$ cat src/swsm_pkg.sv
package swsm_pkg;

	typedef logic signed [31:0] data_t;

	typedef enum logic [1:0] {
		ST_LOAD,
		ST_SETTLE,
		ST_PICK,
		ST_EMIT
	} state_t;

endpackage

$ cat src/swsm_cell.sv
module swsm_cell (
	input  logic          clk,
	input  logic          arst_n,
	input  logic          shift,
	input  swsm_pkg::data_t in_val,
	input  logic          in_vld,
	input  swsm_pkg::data_t right_val,
	input  logic          right_vld,
	output swsm_pkg::data_t val,
	output logic          vld,
	output swsm_pkg::data_t car_val,
	output logic          car_vld
);
	import swsm_pkg::*;

	data_t val_q;
	logic  vld_q;
	data_t car_val_q;
	logic  car_vld_q;

	// keep the smaller value, pass the larger one to the right; on shift, take the right neighbour's value
	always_ff @(posedge clk or negedge arst_n) begin
		if (!arst_n) begin
			vld_q     <= 1'b0;
			car_vld_q <= 1'b0;
		end else if (shift) begin
			vld_q     <= right_vld;
			car_vld_q <= 1'b0;
		end else begin
			car_vld_q <= in_vld && vld_q;
			if (in_vld && !vld_q) begin
				vld_q <= 1'b1;
			end
		end
	end

	always_ff @(posedge clk) begin
		if (shift) begin
			val_q <= right_val;
		end else if (in_vld) begin
			if (!vld_q) begin
				val_q <= in_val;
			end else if (in_val < val_q) begin
				val_q     <= in_val;
				car_val_q <= val_q;
			end else begin
				car_val_q <= in_val;
			end
		end
	end

	assign val     = val_q;
	assign vld     = vld_q;
	assign car_val = car_val_q;
	assign car_vld = car_vld_q;

endmodule

$ cat src/sort_with_second_max_min.sv
// After the item marked last, the block waits in ST_SETTLE for the insertion wave to reach
// the far end of the cell row, picks the second max/min in ST_PICK, then emits in ST_EMIT.
// Throughput: one item in per cycle while loading; one result out per cycle while emitting
// and result_stall is low. No new item is taken until the whole set has been emitted.
// Reset (arst_n low, asynchronous) empties every cell, clears count and overflow flag,
// and drops any pending result.
module sort_with_second_max_min #(
	parameter int MAX_ITEMS = 16
) (
	input  logic            clk,
	input  logic            arst_n,
	input  logic            item_valid,
	output logic            item_stall,
	input  swsm_pkg::data_t value,
	input  logic            last,
	output logic            result_valid,
	input  logic            result_stall,
	output swsm_pkg::data_t sorted_value,
	output swsm_pkg::data_t second_max,
	output swsm_pkg::data_t second_min,
	output logic            too_few,
	output logic            overflowed,
	output logic            last_out
);
	import swsm_pkg::*;

	localparam int CNT_W = $clog2(MAX_ITEMS + 1);
	localparam int IDX_W = $clog2(MAX_ITEMS);

	state_t state_q, state_d;

	logic [CNT_W-1:0] cnt_q;
	logic [CNT_W-1:0] rem_q;
	logic [IDX_W-1:0] timer_q;
	logic             ovf_q;

	data_t smax_q, smin_q;
	logic  few_q;

	// result register
	logic  res_vld_q;
	data_t res_val_q, res_smax_q, res_smin_q;
	logic  res_few_q, res_ovf_q, res_last_q;

	// cell row: chain_* [i] feeds cell i, cell i drives chain_* [i+1]
	data_t chain_val [MAX_ITEMS+1];
	logic  chain_vld [MAX_ITEMS+1];
	data_t cell_val  [MAX_ITEMS];
	logic  cell_vld  [MAX_ITEMS];

	logic accept, insert, load_res, shift;
	logic [CNT_W-1:0] idx_full;
	logic [IDX_W-1:0] smax_idx;

	assign accept   = item_valid && !item_stall;
	assign insert   = accept && (cnt_q < CNT_W'(MAX_ITEMS));
	assign load_res = (state_q == ST_EMIT) && (!res_vld_q || !result_stall);
	assign shift    = load_res;

	// position count-2 of the sorted set, only used when count >= 2
	assign idx_full = cnt_q - CNT_W'(2);
	assign smax_idx = idx_full[IDX_W-1:0];

	assign chain_val[0] = value;
	assign chain_vld[0] = insert;

	for (genvar i = 0; i < MAX_ITEMS; i++) begin : g_cell
		data_t r_val;
		logic  r_vld;
		if (i == MAX_ITEMS - 1) begin : g_end
			assign r_val = '0;
			assign r_vld = 1'b0;
		end else begin : g_mid
			assign r_val = cell_val[i+1];
			assign r_vld = cell_vld[i+1];
		end
		swsm_cell u_cell (
			.clk       (clk),
			.arst_n    (arst_n),
			.shift     (shift),
			.in_val    (chain_val[i]),
			.in_vld    (chain_vld[i]),
			.right_val (r_val),
			.right_vld (r_vld),
			.val       (cell_val[i]),
			.vld       (cell_vld[i]),
			.car_val   (chain_val[i+1]),
			.car_vld   (chain_vld[i+1])
		);
	end

	// state register
	always_ff @(posedge clk or negedge arst_n) begin
		if (!arst_n) begin
			state_q <= ST_LOAD;
		end else begin
			state_q <= state_d;
		end
	end

	// next state and input stall
	always_comb begin
		state_d    = state_q;
		item_stall = 1'b1;
		unique case (state_q)
			ST_LOAD: begin
				item_stall = 1'b0;
				if (accept && last) state_d = ST_SETTLE;
			end
			ST_SETTLE: begin
				if (timer_q == IDX_W'(MAX_ITEMS - 1)) state_d = ST_PICK;
			end
			ST_PICK: begin
				state_d = ST_EMIT;
			end
			ST_EMIT: begin
				if (load_res && rem_q == CNT_W'(1)) state_d = ST_LOAD;
			end
			default: begin
				state_d = ST_LOAD;
			end
		endcase
	end

	// count, overflow, settle timer, remaining results
	always_ff @(posedge clk or negedge arst_n) begin
		if (!arst_n) begin
			cnt_q   <= '0;
			ovf_q   <= 1'b0;
			timer_q <= '0;
			rem_q   <= '0;
		end else begin
			if (insert) begin
				cnt_q <= cnt_q + CNT_W'(1);
			end else if (accept) begin
				ovf_q <= 1'b1;
			end
			// hold the timer at zero outside the settle window
			if (state_q == ST_SETTLE) begin
				timer_q <= timer_q + IDX_W'(1);
			end else begin
				timer_q <= '0;
			end
			if (state_q == ST_PICK) begin
				rem_q <= cnt_q;
			end else if (load_res) begin
				rem_q <= rem_q - CNT_W'(1);
				if (rem_q == CNT_W'(1)) begin
					cnt_q <= '0;
					ovf_q <= 1'b0;
				end
			end
		end
	end

	// grab the second smallest and second largest once the row has settled
	always_ff @(posedge clk) begin
		if (state_q == ST_PICK) begin
			if (cnt_q < CNT_W'(2)) begin
				few_q  <= 1'b1;
				smax_q <= '0;
				smin_q <= '0;
			end else begin
				few_q  <= 1'b0;
				smax_q <= cell_val[smax_idx];
				smin_q <= cell_val[1];
			end
		end
	end

	// result register: advance when empty or taken
	always_ff @(posedge clk or negedge arst_n) begin
		if (!arst_n) begin
			res_vld_q <= 1'b0;
		end else if (load_res) begin
			res_vld_q <= 1'b1;
		end else if (!result_stall) begin
			res_vld_q <= 1'b0;
		end
	end

	always_ff @(posedge clk) begin
		if (load_res) begin
			res_val_q  <= cell_val[0];
			res_smax_q <= smax_q;
			res_smin_q <= smin_q;
			res_few_q  <= few_q;
			res_ovf_q  <= ovf_q;
			res_last_q <= (rem_q == CNT_W'(1));
		end
	end

	assign result_valid = res_vld_q;
	assign sorted_value = res_val_q;
	assign second_max   = res_smax_q;
	assign second_min   = res_smin_q;
	assign too_few      = res_few_q;
	assign overflowed   = res_ovf_q;
	assign last_out     = res_last_q;

	a_cnt_bound: assert property (@(posedge clk) disable iff (!arst_n)
		cnt_q <= CNT_W'(MAX_ITEMS))
		else $error("element count beyond capacity");

	a_no_spill: assert property (@(posedge clk) disable iff (!arst_n)
		!chain_vld[MAX_ITEMS])
		else $error("value pushed off the end of the cell row");

	a_head_valid: assert property (@(posedge clk) disable iff (!arst_n)
		(state_q == ST_EMIT && rem_q != '0) |-> cell_vld[0])
		else $error("emitting from an empty cell");

	a_few_last: assert property (@(posedge clk) disable iff (!arst_n)
		(result_valid && too_few) |-> last_out)
		else $error("too-few result is not the last of its run");

endmodule
$ cat config.mk
export PLATFORM = sky130hd
export DESIGN_NAME = sort_with_second_max_min
export DESIGN_NICKNAME = d
export VERILOG_FILES = /design/src/swsm_pkg.sv /design/src/swsm_cell.sv /design/src/sort_with_second_max_min.sv
export SDC_FILE = /design/constraint.sdc
export NUM_CORES = 2
export LEC_CHECK = 0
export BUFFER_PORTS_ARGS = -buffer_cell sky130_fd_sc_hd__buf_2
export CORE_ASPECT_RATIO = 2
export CORE_UTILIZATION = 54
export DETAILED_ROUTE_END_ITERATION = 10
export GPL_ROUTABILITY_DRIVEN = 0
export PLACE_DENSITY = 0.7
export SLEW_MARGIN = 40
export SYNTH_ARGS = -nofsm -noshare
export SYNTH_HDL_FRONTEND = slang
export SYNTH_SLANG_ARGS = --single-unit
$ cat constraint.sdc
create_clock -name clk -period 16.15 [get_ports clk]
set_input_delay 0 -clock clk [delete_from_list [all_inputs] [get_ports clk]]
set_output_delay 0 -clock clk [all_outputs]
set_load 0.03 [all_outputs]
---- After elaboration in Yosys (flattened, before gate mapping) ----
Index checks and enable logic that the tools add are counted.
Widths: inputs -> output; s select.
operators by class
  add/subtract/negate cells ............... 4
  $lt $le $gt $ge ......................... 19
  equal/unequal tests ..................... 25
  muxes and demuxes ....................... 147
  bitwise logic cells ..................... 2
  reductions and logical operators ........ 120
operator list
  operator             number
  $mux 32              79
  $lt 32x32->1         16
  $bmux 32 s4          1
  $reduce_bool 2->1    32
  $mux 1               56
  $reduce_and 3->1     16
  $ne 3x3->1 const B   15
  $logic_and 1x1->1    36
  $reduce_and 2->1     16
  $mux 5               6
  $logic_not 1->1      18
  $pmux 2 s4           1
  $mux 2               3
  $ne 2x1->1 const B   3
  $add 5x1->5 const B  1
  $eq 5x1->1 const B   1
  $ge 5x5->1 const B   1
  $lt 5x2->1 const B   1
  $lt 5x5->1 const B   1
  $not 4->5            1
  $sub 5x1->5 const B  1
  $add 4x1->4 const B  1
  $eq 2x2->1 const B   2
  $eq 4x4->1 const B   1
  other kinds (7)      8
word-level totals
  flip-flop bits (word level) ............. 1205
  input bits .............................. 37
  output and inout bits ................... 101
  logic and storage cells ................. 394

---- Longest topological paths before layout ----
  depth after elaboration ................. 7
  gate-level depth with buffers ........... 11
  depth with buffers taken out ............ 9

---- Modules after synthesis ----
From an unflattened synthesis, not the netlist that was laid out.
second synthesis, totals
  cell total of the unflattened synthesis .. 4759
  area, all modules ....................... 69335.2 sq um
by module, submodules not included
  module                            times used  cells an instance  area an instance (sq um)  seq. area each (sq um)
  swsm_cell (g_cell[0].u_cell ...)  14          258                3692.3                    1971.9
  sort_with_second_max_min          1           625                10166.0                   5375.2
  swsm_cell (g_cell[8].u_cell ...)  2           261                3738.6                    1971.9

---- Worst setup path before layout ----
No wires, ideal clock.
  kind .................................... register -> register
  start ................................... register g_cell[1].u_cell.val_q[13]
  end ..................................... register g_cell[1].u_cell.val_q[0], enable pin
  setup time .............................. 0.480 ns
  data arrival time ....................... 4.569 ns
  required time ........................... 15.670 ns
  slack ................................... 11.100 ns
  stages on the path, launching flop included .. 11
  path buffers ............................ 2
  period minus slack after synthesis ...... 5.050 ns
  cells stage by stage .................... edfxtp_1 inv_1 ha_1 a21o_1 a21o_1 a211oi_1 a31o_2 clkbuf_1 clkbuf_1 a21oi_1 a311oi_1
between the ends
  word-level cells in the longest chain between the ends .. 3
RTL lines
  item                        line             RTL
  from (decl)                 swsm_cell.sv:16  data_t val_q;
  from (signal assigned)      swsm_cell.sv:39  val_q <= right_val;
  from (signal assigned)      swsm_cell.sv:42  val_q <= in_val;
  from (signal assigned)      swsm_cell.sv:44  val_q <= in_val;
  $lt 32x32->1                swsm_cell.sv:43  end else if (in_val < val_q) begin
  $ne 3x3->1 (no line)        --
  $reduce_and 2->1 (no line)  --
No other way between the ends.
A chain may end at the register's enable or synchronous reset.

---- Worst setup path after layout ----
  start ................................... register state_q[1]
  end ..................................... register g_cell[2].u_cell.val_q[7] (data pin)
between the ends
  word-level cells in the longest chain between the ends .. 3
RTL lines
  item                    line                            RTL
  from (decl)             sort_with_second_max_min.sv:30  state_t state_q, state_d;
  from (signal assigned)  sort_with_second_max_min.sv:97  state_q <= state_d;
  $eq 2x2->1              sort_with_second_max_min.sv:57  assign load_res = (state_q == ST_EMIT) && (!res_vld_q || !result_stall);
  $logic_and 1x1->1       sort_with_second_max_min.sv:57
  $mux 32                 swsm_cell.sv:38                 if (shift) begin
  to (signal assigned)    swsm_cell.sv:39
  to (signal assigned)    swsm_cell.sv:42
  to (signal assigned)    swsm_cell.sv:44
  to (decl)               swsm_cell.sv:16
No other way between the ends.

==> metrics.yaml <==
run_status:
  status: "complete, no violations"
route:
  first_pass_iters: 7
  wl_um: 168000
  post_drt_wl_per_cell_um: 23.2
  drt-initial-drc-count: 3587
  drt_drc_violations_left: 0
  ant_nets: 0
  vias: 44028
  via_per_inst: 6.10
sta:
  tightest_slew_ns: 0.942
  finalHoldViolCount: 0
  max_slew_margin: 0.368
  final.period_utilization: 0.328
  tns_ns: 0
  max_freq_mhz: 189
  setup_ws_ns: 10.85
  setup_violations: 0
  finalCriticalPeriod_ns: 5.30
  rsz0062_at_grt: "false"
  fin_skew_ns: 0.0264
  final_max_slew_viol_count: 0
cells_and_area:
  stdcell_count: 7223
  fin_nets: 6123
  drive_above_1_share: 0.178
  area_growth_pct: 10.3
  final_common_cell: "edfxtp_1"
  final_cell_mix: "edfxtp_1 (1124), nand2_1 (758), o21ai_0 (564)"
global_route:
  grt_first_pass_wirelength_um: 255000
  grt_pass1_vias: 45595
  grt_usage: 0.268
  grt-ovfl-total: 0
  antenna_found_initial: 4
  grt_max_degree: 244
yosys:
  synth_warnings: 0
  synth_edf_count: 1124
  mappedNetlistNets: 6037
  synthXorXnorAreaFrac: 0.00200
  synth-compound-area-share: 0.0987
  synth-simple-area-share: 0.0904
  synth_cell_type_count: 70
  synthCells: 5493
  synthMuxAreaShare: 0.131
  ys_ff_latch: 1205
  synth_ff_type: "edfxtp_1"
  synth_area_sq_um: 66400
  synth_top_family_by_area: "multiplexers"
  async_flop_share: 0.0407
  avgSynthCellArea_sq_um: 12.1
  yosys.area_share.adder: 0.0955
  ys_seq_area_frac: 0.536
pwr:
  ir_worst_vdd_uv: 207
  p_leak_nw: 29.2
  power_density_nw_per_um2: 193
critical_path:
  rrSetupSlack_ns: 10.85
  r2r-start: "state_q[1]"
  crit_chain: "ha_1 -> nand2_4 -> buf_4 -> buf_12 -> buf_16 -> buf_6 -> buf_4 -> buf_6 -> o21ai_0"
  crit_path_max_incr_delay_ns: 0.77
  cp-end-kind: "flip-flop"
  worstPathMaxFanout: 123
  crit_path_start: "state_q[1]"
  worstPathRequired_ns: 16.59
  cpMaxStageDelayCell: "buf_4"
  start_kind: "flip-flop"
  arrival_ns: 5.74
  path_class: "flip-flop to flip-flop"
floorplanning:
  die_area_sq_um: 124000
  start_util: 0.545
  fp.dieW_um: 250
  coreArea_sq_um: 122000
  ioPinCount: 138
  fp.dieH_um: 498
  rows: 181
run:
  cap_viol_max_count: 0
placement:
  placedCellCount: 6988
  port_buffers: 137
  hpwlAfterDp_um: 126000
  dp_slack_ns: 11.00
clock_network:
  cts_root_buf: "clkbuf_16"
  cts_buffers: 104
  clk_latency_ns: 0.74
  cts.clk_slew.worst_paths_ns: 0.07
  cts_tree: "yes"
  post_cts_buffers: 0
  cts_resized: 0
  cts.sinks: 1205
  htree_levels: 3
  clockBufferDepth: 3
worst_hold_path:
  hp-class: "primary input to flip-flop"
  hp-start: "result_stall"
## cells by family after synthesis
| group | after synthesis |
|---|---|
| AOI/OAI and AO/OA | 1084 |
| and+or+nand+nor | 1285 |
| buffers and inverters | 791 |
| muxes | 608 |
| DFF | 1205 |
| adders and majority gates | 507 |
| xor gates and xnor gates | 13 |
## per-stage QoR
stage / total power (W) / util / hold slack (ns) / area (sq um)
3_5_place_dp: 0.0113 / 0.567 / 0.176 / 69100
4_1_cts: 0.0141 / 0.601 / 0.0697 / 73200
2_1_floorplan: 0.00938 / - / -0.296 / 66400
6_report: 0.0141 / 0.601 / 0.113 / 73300
3_3_place_gp: 0.0111 / 0.566 / 0.168 / 68900
5_1_grt: 0.0148 / 0.601 / 0.128 / 73300
## Yosys cell counts, drive strengths merged (9+ instances only)
cell,number,share of area
mux4,160,0.054
dfxtp,32,0.0096
a22oi,63,0.0071
nor3,20,0.0016
dfrtp,49,0.018
a21oi,164,0.013
nand2b,90,0.0085
o21a,10,0.0011
a311o,61,0.0092
nand2,759,0.043
mux2,415,0.072
and3,35,0.0033
a211oi,12,0.0014
nand3,37,0.0028
a2111oi,13,0.0019
nor2b,51,0.0048
nor2,106,0.0060
o21ai,568,0.043
nand4,79,0.0074
clkbuf,209,0.012
mux2i,33,0.0050
buf,65,0.0049
ha,507,0.096
edfxtp,1124,0.51
a31oi,20,0.0019
inv,517,0.029
nor4,9,0.00085
nor4b,62,0.0082
a21o,109,0.012
## report_power, final
| part | total (W) | internal, W | switching [W] |
|---|---|---|---|
| combinational | 0.00591 | 0.00242 | 0.00350 |
| sequential | 0.00537 | 0.00476 | 0.000611 |
| clock | 0.00283 | 0.00162 | 0.00121 |
| total | 0.0141 | 0.00879 | 0.00532 |
## final timing paths
kind,cells after the start,to
worst max-delay path,9,g_cell[2].u_cell.val[7]
worst min-delay path,4,result_valid
worst max register to register,9,g_cell[2].u_cell.val[7]
worst min register to register,0,second_min[9]
max in group asynchronous,4,cnt_q[0]
min in group asynchronous,4,g_cell[11].u_cell.car_vld
## flip-flops by register name, summed over array words and instances, names as in the netlist, 2 cells and up
register,cells
cnt_q,5
g_cell.u_cell.car_val,480
g_cell.u_cell.car_vld,15
g_cell.u_cell.val,512
g_cell.u_cell.vld,16
rem_q,5
second_max,32
second_min,32
smax_q,32
smin_q,32
sorted_value,32
state_q,2
timer_q,4
## timing repair
item | in CTS | in global routing
hold buffers | 37 | 0
endpoints found under the setup margin | 0 | 0
hold endpoints to repair | 129 | 0
## routing by layer
layer  up-vias  GRT usage  routed length (um)  part of all wire
li1      20502          -                   -                 -
met1     21813      0.267               56500              0.34
met2      1260      0.527               94800              0.57
met3       449     0.0272                6210             0.037
met4         4      0.157               10100             0.060
met5         -          0                  31           0.00018
## worst max-delay path: cells and delay by family (launching register included)
kind,cells,cell delay [ns]
adders and majority gates,1,0.25
AOI/OAI and AO/OA,1,0.20
and+or+nand+nor,1,0.21
DFF,1,0.44
buffers and inverters,6,3.58
## cell type report
cell class / count / area (sq um)
Antenna cell: 1 / 2.50
Clock buffer: 123 / 2750
Clock inverter: 71 / 1000
Fill cell: 9620 / 48600
Inverter: 517 / 1950
Multi-Input combinational cell: 3497 / 28200
Sequential cell: 1205 / 35600
Tap cell: 1555 / 1950
Timing Repair Buffer: 254 / 1800
No activity file was read; power rests on OpenSTA's default activity.
